===== src/rtl/core/chbd_pkg.sv =====
`timescale 1ns / 1ps

package chbd_pkg;

  // Result kinds
  localparam logic [1:0] KIND_DATA = 2'd0;
  localparam logic [1:0] KIND_FIN  = 2'd1;
  localparam logic [1:0] KIND_ERR  = 2'd2;

  // Queue depths between the parts
  localparam int unsigned CLS_DEPTH = 4;
  localparam int unsigned RES_DEPTH = 4;

  // Characters the front classifies
  localparam logic [7:0] CH_SPACE = 8'h20;
  localparam logic [7:0] CH_TAB   = 8'h09;
  localparam logic [7:0] CH_CR    = 8'h0d;
  localparam logic [7:0] CH_LF    = 8'h0a;
  localparam logic [7:0] CH_ZERO  = 8'h30;
  localparam logic [7:0] CH_NINE  = 8'h39;
  localparam logic [7:0] CH_LA    = 8'h61;
  localparam logic [7:0] CH_LF_HX = 8'h66;
  localparam logic [7:0] CH_UA    = 8'h41;
  localparam logic [7:0] CH_UF    = 8'h46;
  localparam logic [7:0] CH_LX    = 8'h78;
  localparam logic [7:0] CH_UX    = 8'h58;

  // One classified request, front to back
  typedef struct packed {
    logic       restart;
    logic       is_space;
    logic       is_cr;
    logic       is_lf;
    logic       is_x;
    logic       is_zero;
    logic       is_hex;
    logic [3:0] hex_val;
    logic [7:0] data;
  } cls_t;

  // One result request, back to output queue
  typedef struct packed {
    logic [1:0] kind;
    logic [7:0] data;
    logic       last;
  } res_t;

endpackage


===== src/rtl/core/chbd_fifo.sv =====
`timescale 1ns / 1ps

module chbd_fifo #(
  parameter int unsigned WIDTH = 8,
  parameter int unsigned DEPTH = 4
) (
  input  logic             clk_i,
  input  logic             rst_ni,
  input  logic             wr_en_i,
  input  logic [WIDTH-1:0] wr_data_i,
  input  logic             rd_en_i,
  output logic [WIDTH-1:0] rd_data_o,
  output logic             full_o,
  output logic             empty_o
);

  localparam int unsigned PTR_W = (DEPTH > 1) ? $clog2(DEPTH) : 1;
  localparam int unsigned CNT_W = $clog2(DEPTH + 1);
  localparam logic [PTR_W-1:0] LAST_PTR = PTR_W'(DEPTH - 1);

  logic [WIDTH-1:0] mem_q [DEPTH];
  logic [PTR_W-1:0] wr_ptr_q, wr_ptr_d;
  logic [PTR_W-1:0] rd_ptr_q, rd_ptr_d;
  logic [CNT_W-1:0] count_q, count_d;
  logic             do_wr;
  logic             do_rd;

  assign full_o    = (count_q == CNT_W'(DEPTH));
  assign empty_o   = (count_q == '0);
  assign do_wr     = wr_en_i && !full_o;
  assign do_rd     = rd_en_i && !empty_o;
  assign rd_data_o = mem_q[rd_ptr_q];

  // Advance pointers and occupancy
  always_comb begin
    wr_ptr_d = wr_ptr_q;
    rd_ptr_d = rd_ptr_q;
    count_d  = count_q;
    if (do_wr) begin
      wr_ptr_d = (wr_ptr_q == LAST_PTR) ? '0 : wr_ptr_q + PTR_W'(1);
    end
    if (do_rd) begin
      rd_ptr_d = (rd_ptr_q == LAST_PTR) ? '0 : rd_ptr_q + PTR_W'(1);
    end
    case ({do_wr, do_rd})
      2'b10:   count_d = count_q + CNT_W'(1);
      2'b01:   count_d = count_q - CNT_W'(1);
      default: count_d = count_q;
    endcase
  end

  always_ff @(posedge clk_i or negedge rst_ni) begin
    if (!rst_ni) begin
      wr_ptr_q <= '0;
      rd_ptr_q <= '0;
      count_q  <= '0;
    end else begin
      wr_ptr_q <= wr_ptr_d;
      rd_ptr_q <= rd_ptr_d;
      count_q  <= count_d;
    end
  end

  // Store entry
  always_ff @(posedge clk_i) begin
    if (do_wr) begin
      mem_q[wr_ptr_q] <= wr_data_i;
    end
  end

endmodule


===== src/rtl/core/chbd_front.sv =====
`timescale 1ns / 1ps

module chbd_front import chbd_pkg::*; (
  input  logic       func_i,
  input  logic [7:0] in_byte_i,
  input  logic       push_i,
  input  logic       cls_full_i,
  output logic       cls_wr_o,
  output cls_t       cls_o
);

  logic is_dec;
  logic is_lhex;
  logic is_uhex;

  assign is_dec  = (in_byte_i >= CH_ZERO) && (in_byte_i <= CH_NINE);
  assign is_lhex = (in_byte_i >= CH_LA) && (in_byte_i <= CH_LF_HX);
  assign is_uhex = (in_byte_i >= CH_UA) && (in_byte_i <= CH_UF);

  // Classify the byte once so the parser works from flags and the hex value
  always_comb begin
    cls_o.restart  = func_i;
    cls_o.is_space = (in_byte_i == CH_SPACE) ||
                     ((in_byte_i >= CH_TAB) && (in_byte_i <= CH_CR));
    cls_o.is_cr    = (in_byte_i == CH_CR);
    cls_o.is_lf    = (in_byte_i == CH_LF);
    cls_o.is_x     = (in_byte_i == CH_LX) || (in_byte_i == CH_UX);
    cls_o.is_zero  = (in_byte_i == CH_ZERO);
    cls_o.is_hex   = is_dec || is_lhex || is_uhex;
    cls_o.data     = in_byte_i;
    if (is_dec) begin
      cls_o.hex_val = in_byte_i[3:0];
    end else if (is_lhex || is_uhex) begin
      cls_o.hex_val = in_byte_i[3:0] + 4'd9;
    end else begin
      cls_o.hex_val = 4'd0;
    end
  end

  // Write into the class queue when there is room
  assign cls_wr_o = push_i && !cls_full_i;

endmodule


===== src/rtl/core/chbd_back.sv =====
`timescale 1ns / 1ps

module chbd_back import chbd_pkg::*; #(
  parameter int unsigned SIZE_BITS = 32
) (
  input  logic clk_i,
  input  logic rst_ni,
  input  logic cls_valid_i,
  input  cls_t cls_i,
  output logic cls_pop_o,
  input  logic res_full_i,
  output logic res_push_o,
  output res_t res_o
);

  typedef enum logic [3:0] {
    PH_LWS,
    PH_ZERO,
    PH_DIGITS,
    PH_IGNORE,
    PH_DATA,
    PH_SKIP,
    PH_TRAIL0,
    PH_DONE,
    PH_ERR
  } phase_e;

  localparam logic [SIZE_BITS-1:0] ONE = SIZE_BITS'(1);
  localparam logic [SIZE_BITS-1:0] TWO = SIZE_BITS'(2);

  phase_e               phase_q, phase_d;
  logic [SIZE_BITS-1:0] size_q, size_d;
  logic [SIZE_BITS-1:0] left_q, left_d;
  logic                 digit_q, digit_d;
  logic                 cr_q, cr_d;
  logic                 go;
  logic                 ovf;
  logic [SIZE_BITS-1:0] size_shift;
  logic [SIZE_BITS-1:0] left_dec;

  assign go         = cls_valid_i && !res_full_i;
  assign cls_pop_o  = go;
  assign ovf        = |size_q[SIZE_BITS-1 -: 4];
  assign size_shift = {size_q[SIZE_BITS-5:0], cls_i.hex_val};
  assign left_dec   = left_q - ONE;

  // Parse one classified byte per cycle while one is queued and the result queue has room
  always_comb begin
    phase_d    = phase_q;
    size_d     = size_q;
    left_d     = left_q;
    digit_d    = digit_q;
    cr_d       = cr_q;
    res_push_o = 1'b0;
    res_o      = '{kind: KIND_DATA, data: 8'd0, last: 1'b0};
    if (go) begin
      if (cls_i.restart) begin
        phase_d = PH_LWS;
        size_d  = '0;
        left_d  = '0;
        digit_d = 1'b0;
        cr_d    = 1'b0;
      end else begin
        case (phase_q)
          PH_DATA: begin
            left_d     = left_dec;
            res_push_o = 1'b1;
            res_o.data = cls_i.data;
            if (left_q == ONE) begin
              res_o.last = 1'b1;
              phase_d    = PH_SKIP;
              left_d     = TWO;
            end
          end
          PH_SKIP: begin
            left_d = left_dec;
            if (left_q == ONE) begin
              phase_d = PH_LWS;
              size_d  = '0;
              digit_d = 1'b0;
              cr_d    = 1'b0;
            end
          end
          PH_TRAIL0: begin
            left_d = left_dec;
            if (left_q == ONE) begin
              phase_d    = PH_DONE;
              res_push_o = 1'b1;
              res_o.kind = KIND_FIN;
            end
          end
          PH_LWS, PH_ZERO, PH_DIGITS, PH_IGNORE: begin
            if (cr_q && cls_i.is_lf) begin
              // End of size line
              cr_d = 1'b0;
              if (!digit_q) begin
                phase_d    = PH_ERR;
                res_push_o = 1'b1;
                res_o.kind = KIND_ERR;
              end else if (size_q == '0) begin
                phase_d = PH_TRAIL0;
                left_d  = TWO;
              end else begin
                phase_d = PH_DATA;
                left_d  = size_q;
              end
            end else begin
              cr_d = cls_i.is_cr;
              case (phase_q)
                PH_LWS: begin
                  if (cls_i.is_space) begin
                    phase_d = PH_LWS;
                  end else if (cls_i.is_zero) begin
                    digit_d = 1'b1;
                    phase_d = PH_ZERO;
                  end else if (cls_i.is_hex) begin
                    size_d  = size_shift;
                    digit_d = 1'b1;
                    phase_d = PH_DIGITS;
                  end else begin
                    phase_d = PH_IGNORE;
                  end
                end
                PH_ZERO: begin
                  if (cls_i.is_x) begin
                    phase_d = PH_DIGITS;
                  end else if (cls_i.is_hex) begin
                    size_d  = size_shift;
                    digit_d = 1'b1;
                    phase_d = PH_DIGITS;
                  end else begin
                    phase_d = PH_IGNORE;
                  end
                end
                PH_DIGITS: begin
                  if (cls_i.is_hex) begin
                    if (ovf) begin
                      phase_d    = PH_ERR;
                      cr_d       = 1'b0;
                      res_push_o = 1'b1;
                      res_o.kind = KIND_ERR;
                    end else begin
                      size_d  = size_shift;
                      digit_d = 1'b1;
                    end
                  end else begin
                    phase_d = PH_IGNORE;
                  end
                end
                default: phase_d = phase_q;
              endcase
            end
          end
          default: phase_d = phase_q;
        endcase
      end
    end
  end

  // Hold parser state
  always_ff @(posedge clk_i or negedge rst_ni) begin
    if (!rst_ni) begin
      phase_q <= PH_LWS;
      size_q  <= '0;
      left_q  <= '0;
      digit_q <= 1'b0;
      cr_q    <= 1'b0;
    end else begin
      phase_q <= phase_d;
      size_q  <= size_d;
      left_q  <= left_d;
      digit_q <= digit_d;
      cr_q    <= cr_d;
    end
  end

endmodule


===== src/rtl/core/http_chunked_body_decoder_unit.sv =====
`timescale 1ns / 1ps
// Chunked HTTP body decoder. Feed the encoded body one byte per request on
// func_i/in_byte_i with push; a request is taken at a clock edge where push
// is high and full is low. func_i high restarts parsing of a new body and
// gives no result. Results leave through a queue: while empty is low the
// oldest result sits on kind_o/out_byte_o/chunk_last_o, and pop takes it.
// kind_o is data (out_byte_o valid, chunk_last_o on a chunk's final byte),
// finished, or size line error. Bytes that produce nothing are dropped.
// Throughput is one byte per cycle while pop keeps up: a classifier front
// end fills a CLS_DEPTH entry class queue, and the parser back end drains
// one entry per cycle, while the result queue has room, into a RES_DEPTH
// entry result queue. An accepted byte is registered in the class queue;
// the parser then writes its result into the result queue for pop. If pop
// stalls, the result queue fills, the parser stops, then the class queue
// fills and full rises; nothing is lost. Reset (rst_ni low, asynchronous)
// empties both queues and puts the parser back at the start of a size line.
// SIZE_BITS sets the largest chunk size accepted before an overflow error.
module http_chunked_body_decoder_unit import chbd_pkg::*; #(
  parameter int unsigned SIZE_BITS = 32
) (
  input  logic       clk_i,
  input  logic       rst_ni,
  input  logic       push,
  output logic       full,
  input  logic       func_i,
  input  logic [7:0] in_byte_i,
  output logic       empty,
  input  logic       pop,
  output logic [1:0] kind_o,
  output logic [7:0] out_byte_o,
  output logic       chunk_last_o
);

  cls_t cls_wdata;
  cls_t cls_rdata;
  logic cls_wr;
  logic cls_full;
  logic cls_empty;
  logic cls_pop;
  res_t res_wdata;
  res_t res_rdata;
  logic res_push;
  logic res_full;

  // Classify incoming bytes
  chbd_front u_front (
    .func_i     (func_i),
    .in_byte_i  (in_byte_i),
    .push_i     (push),
    .cls_full_i (cls_full),
    .cls_wr_o   (cls_wr),
    .cls_o      (cls_wdata)
  );

  // Decouple classifier from parser
  chbd_fifo #(
    .WIDTH ($bits(cls_t)),
    .DEPTH (CLS_DEPTH)
  ) u_cls_fifo (
    .clk_i     (clk_i),
    .rst_ni    (rst_ni),
    .wr_en_i   (cls_wr),
    .wr_data_i (cls_wdata),
    .rd_en_i   (cls_pop),
    .rd_data_o (cls_rdata),
    .full_o    (cls_full),
    .empty_o   (cls_empty)
  );

  // Parse size lines and pass data through
  chbd_back #(
    .SIZE_BITS (SIZE_BITS)
  ) u_back (
    .clk_i       (clk_i),
    .rst_ni      (rst_ni),
    .cls_valid_i (!cls_empty),
    .cls_i       (cls_rdata),
    .cls_pop_o   (cls_pop),
    .res_full_i  (res_full),
    .res_push_o  (res_push),
    .res_o       (res_wdata)
  );

  // Hold results until popped
  chbd_fifo #(
    .WIDTH ($bits(res_t)),
    .DEPTH (RES_DEPTH)
  ) u_res_fifo (
    .clk_i     (clk_i),
    .rst_ni    (rst_ni),
    .wr_en_i   (res_push),
    .wr_data_i (res_wdata),
    .rd_en_i   (pop),
    .rd_data_o (res_rdata),
    .full_o    (res_full),
    .empty_o   (empty)
  );

  assign full         = cls_full;
  assign kind_o       = res_rdata.kind;
  assign out_byte_o   = res_rdata.data;
  assign chunk_last_o = res_rdata.last;

`ifndef SYNTHESIS
  // Parser never writes a result into a full queue
  assert property (@(posedge clk_i) disable iff (!rst_ni) res_push |-> !res_full)
    else $error("result written while result queue full");

  // A restart request never produces a result
  assert property (@(posedge clk_i) disable iff (!rst_ni)
    (cls_pop && cls_rdata.restart) |-> !res_push)
    else $error("restart produced a result");

  // Parser only advances with a request present
  assert property (@(posedge clk_i) disable iff (!rst_ni) res_push |-> cls_pop)
    else $error("result without a parsed request");

  // Chunk end marker only rides on data results
  assert property (@(posedge clk_i) disable iff (!rst_ni)
    (!empty && chunk_last_o) |-> (kind_o == KIND_DATA))
    else $error("chunk end marker on a non-data result");
`endif

endmodule

===== config.mk =====
export PLATFORM = sky130hd
export DESIGN_NAME = http_chunked_body_decoder_unit
export DESIGN_NICKNAME = d
export VERILOG_FILES = /design/src/rtl/core/chbd_pkg.sv /design/src/rtl/core/chbd_fifo.sv /design/src/rtl/core/chbd_front.sv /design/src/rtl/core/chbd_back.sv /design/src/rtl/core/http_chunked_body_decoder_unit.sv
export SDC_FILE = /design/constraint.sdc
export NUM_CORES = 1
export LEC_CHECK = 0
export BUFFER_PORTS_ARGS = -buffer_cell sky130_fd_sc_hd__buf_2
export CORE_MARGIN = 2
export CORE_UTILIZATION = 61
export DETAILED_ROUTE_END_ITERATION = 8
export PLACE_DENSITY = 0.84
export SLEW_MARGIN = 20
export SYNTH_ARGS = -nofsm -noshare
export SYNTH_HDL_FRONTEND = slang
export SYNTH_SLANG_ARGS = --single-unit

===== constraint.sdc =====
create_clock -name clk_i -period 3.75 [get_ports clk_i]
set_clock_uncertainty 0.15 [all_clocks]
set_input_delay 0.75 -clock clk_i [delete_from_list [all_inputs] [get_ports clk_i]]
set_output_delay 0.75 -clock clk_i [all_outputs]
set_load 0.01 [all_outputs]

==> flow_metrics.py <==
metrics = {
    "setup_path": {
        "crit_path_start": "u_back.phase_q[1]",
        "rr_startpoint": "u_back.phase_q[1]",
        "end_kind": "flop",
        "rrSetupSlack_ps": 480,
        "crit_top_cell": "sky130_fd_sc_hd__xor2_1",
        "timing.critical_path.required_ps": 3980,
        "crit_chain": "nor2b_1 > nand4b_1 > mux2_2 > nor4_4 > a21oi_2 > ha_1 > inv_1 > fa_1 > xor2_1 > nor2_1 > xor2_1",
        "ws_path_type": "reg2reg",
        "reg2regPathDepth": 11,
        "data_arrival_time_at_the_worst_slack_endpoint_ps": 3500,
        "r2r_end": "u_res_fifo.count_q[2]",
        "timing.critical_path.slowest_cell_delay_ps": 640,
        "max_stage_delay_cell_worst_path": "sky130_fd_sc_hd__dfrtp_1",
        "critPathBufInv": 1,
        "setup.worst_path.start_class": "flop",
        "path_delay_family": "simple AND/OR/NAND/NOR gates",
        "highest_fanout_seen_on_the_critical_path": 14,
    },
    "logic_synthesis": {
        "synthMuxAreaShare": 0.0792,
        "synth_simple_gate_area_frac": 0.145,
        "synth-seq-area-share": 0.593,
        "synthesized_area_fraction_occupied_by_ao_oa_aoi_and_oai_cells": 0.116,
        "synth_area_um2": 9620,
        "synth.lib_cells_used.distinct": 74,
        "yosys_warnings": 0,
        "async_reset_ff_frac": 0.412,
        "synth_enable_flop_cells": 120,
        "synth.net_count": 815,
        "synth_area_per_cell_um2": 12.3,
        "postSynthCellCount": 781,
        "synth-seq-cells": 204,
        "synth_flop_cell": "sky130_fd_sc_hd__edfxtp_1",
        "synthXorXnorAreaFrac": 0.00911,
        "post_synth_fa_ha_maj_area_fraction": 0.0289,
        "synth_top_family_by_area": "simple AND/OR/NAND/NOR gates",
    },
    "cts": {
        "clock_tree.root_cell": "sky130_fd_sc_hd__clkbuf_16",
        "ctsResizeCount": 0,
        "clock_latency_ps": 510,
        "post_cts_hold_buffer_count": 0,
        "clock_sink_count": 204,
        "cts_max_path_buffers": 3,
        "htree_levels": 1,
        "cts_inserted_buffers": 22,
        "postCtsSetupBuffers": 0,
        "clk_transition_reported_paths_ps": 60,
        "cts_tree": "yes",
    },
    "grt": {
        "grt_pass1_wl_um": 35800,
        "number_of_global_route_vias_before_repair": 6685,
        "pin_count_of_the_biggest_net_entering_global_routing": 85,
        "grt-ovfl-total": 0,
        "antenna_found_initial": 0,
        "grtUsageTotal": 0.276,
        "globalRoute.busiestLayer": "met2",
        "grt.met3_usage": 0.0495,
        "grt_use_met1": 0.385,
        "use_met2": 0.457,
    },
    "sta": {
        "report.final.hold_viol_count": 0,
        "final_tns_setup_ps": 0,
        "worstMarginPinSlew_ps": 1010,
        "finalCritPeriodShare": 0.873,
        "peak_freq_mhz": 306,
        "timing.max_slew.rel_slack": 0.325,
        "setup-violations-final": 0,
        "timing.final.crit_period_ps": 3270,
        "rsz0062_at_grt": "no",
        "final-max-slew-violation-count": 0,
    },
    "detailed_routing": {
        "drt-wirelength-per-cell_um": 21.6,
        "first_pass_iters": 5,
        "post-route-drc-count": 0,
        "detail_route.wirelength_um": 22400,
        "routed-via-count": 6857,
        "viasPerCell": 6.61,
        "drt_first_iter_violations": 764,
        "detail-route-antenna-nets": 0,
    },
    "floorplan": {
        "start_util": 0.628,
        "core.rowCount": 45,
        "dieArea_um2": 16800,
        "core-area_um2": 15300,
        "floorplan.die.height_um": 130,
        "pin_count": 26,
        "fp.dieW_um": 130,
    },
    "finish": {
        "finish.net_count": 845,
        "layout.filler_cells": 1004,
        "finalCoreUtilization": 0.698,
        "stdcell_area_um2": 10700,
        "synthToLayoutAreaGrowth_pct": 11.2,
        "commonest_cells_after_routing_fill_and_taps_aside": "sky130_fd_sc_hd__edfxtp_1, sky130_fd_sc_hd__nand2_1, sky130_fd_sc_hd__dfrtp_1",
        "final_common_cell": "sky130_fd_sc_hd__edfxtp_1",
        "diodes": 0,
        "finalNonFillerCells": 1037,
        "drive_above_1_share": 0.160,
    },
    "pwr": {
        "power_density_nw_per_um2": 911,
        "p_total_mw": 9.74,
        "p_leak_nw": 4.19,
        "ir_worst_vdd_uv": 638,
    },
    "placed_design": {
        "routability_cong": 0.977,
        "detailed_place.area_um2": 10000,
        "numPortBuffers": 25,
        "dp.cells": 998,
        "hpwl_um": 14100,
    },
    "min_path": {
        "min-delay-path-class": "in2async",
    },
    "status": {
        "status": "finished, final reports clean",
    },
    "job": {
        "number_of_max_capacitance_violations_reported": 0,
    },
}
## cell type report
class | instances | area [um^2] | share of cell area
clock inverters | 13 | 128 | 0.0119
multi-input cells | 511 | 3660 | 0.342
clock buffers | 26 | 566 | 0.0529
repair buffers | 42 | 259 | 0.0242
inverters | 30 | 113 | 0.0105
well taps | 211 | 264 | 0.0247
flip-flops and latches | 204 | 5710 | 0.533
## worst max-delay path by stage
stage                                   endpoint  slack [ps]  cells after the start
after floorplan           u_res_fifo.mem_q[0][0]         530                      7
after global routing       u_res_fifo.count_q[2]         300                     11
after CTS                  u_res_fifo.count_q[2]         510                     11
after detailed placement   u_res_fifo.count_q[2]         570                     11
after global placement     u_res_fifo.count_q[2]         660                     11
final                      u_res_fifo.count_q[2]         480                     11
## through the flow
step	hold slack (ps)	setup slack, ps
5_1_grt	220	296
4_1_cts	333	510
3_3_place_gp	323	664
6_report	156	477
3_5_place_dp	347	568
2_1_floorplan	304	528
## worst register-to-register path, cell delays in order, from the launching register on
cell and delay [ps]:
sky130_fd_sc_hd__dfrtp_1 640, sky130_fd_sc_hd__nor2b_1 410, sky130_fd_sc_hd__nand4b_1 210, sky130_fd_sc_hd__mux2_2 340, sky130_fd_sc_hd__nor4_4 410, sky130_fd_sc_hd__a21oi_2 150, sky130_fd_sc_hd__ha_1 260, sky130_fd_sc_hd__inv_1 70
sky130_fd_sc_hd__fa_1 170, sky130_fd_sc_hd__xor2_1 150, sky130_fd_sc_hd__nor2_1 60, sky130_fd_sc_hd__xor2_1 130
## cell usage after synthesis, types with 7 or more instances
| cell type | instances | area share |
|---|---|---|
| sky130_fd_sc_hd__nor2b_1 | 15 | 0.0098 |
| sky130_fd_sc_hd__nor2_1 | 30 | 0.012 |
| sky130_fd_sc_hd__clkbuf_1 | 24 | 0.0094 |
| sky130_fd_sc_hd__edfxtp_1 | 120 | 0.37 |
| sky130_fd_sc_hd__nand2_1 | 101 | 0.039 |
| sky130_fd_sc_hd__dfrtp_1 | 84 | 0.22 |
| sky130_fd_sc_hd__mux4_2 | 28 | 0.066 |
| sky130_fd_sc_hd__a21oi_1 | 24 | 0.012 |
| sky130_fd_sc_hd__nor4_1 | 23 | 0.015 |
| sky130_fd_sc_hd__nand3_1 | 11 | 0.0057 |
| sky130_fd_sc_hd__a22oi_1 | 8 | 0.0062 |
| sky130_fd_sc_hd__mux2_2 | 9 | 0.011 |
| sky130_fd_sc_hd__or3_1 | 10 | 0.0065 |
| sky130_fd_sc_hd__ha_1 | 19 | 0.025 |
| sky130_fd_sc_hd__o22ai_1 | 7 | 0.0046 |
| sky130_fd_sc_hd__o21ai_0 | 61 | 0.032 |
| sky130_fd_sc_hd__inv_1 | 30 | 0.012 |
| sky130_fd_sc_hd__nand2b_1 | 10 | 0.0065 |
| sky130_fd_sc_hd__nor3_1 | 26 | 0.014 |
## power breakdown
group          switching (mW)  total, mW  internal, mW
clock                   0.869       2.09          1.22
combinational            2.75       4.35          1.61
sequential              0.467       3.31          2.84
total                    4.08       9.74          5.66
## layer usage
| metal | vias up | share of wire |
|---|---|---|
| met5 | - | 0 |
| met4 | 0 | 0.023 |
| met3 | 50 | 0.090 |
| met2 | 385 | 0.49 |
| met1 | 3408 | 0.39 |
| li1 | 3014 | - |
## logic make-up after synthesis
family / after synthesis
buffers and inverters: 66
XOR/XNOR: 10
AND/OR/NAND/NOR: 271
adder cells (fa/ha/maj): 21
AO/OA/AOI/OAI: 169
flip-flops: 204
multiplexers: 40
## sequential cells by signal, indices dropped and copies added (netlist names)
signal / count
u_back.phase_q: 4
u_res_fifo.count_q: 3
u_back.size_q: 32
u_cls_fifo.mem_q: 76
u_back.cr_q: 1
u_back.digit_q: 1
u_cls_fifo.count_q: 3
u_back.left_q: 32
u_res_fifo.wr_ptr_q: 2
u_res_fifo.rd_ptr_q: 2
u_cls_fifo.rd_ptr_q: 2
u_cls_fifo.wr_ptr_q: 2
u_res_fifo.mem_q: 44
Note: power is estimated with default switching activity, not from simulation.
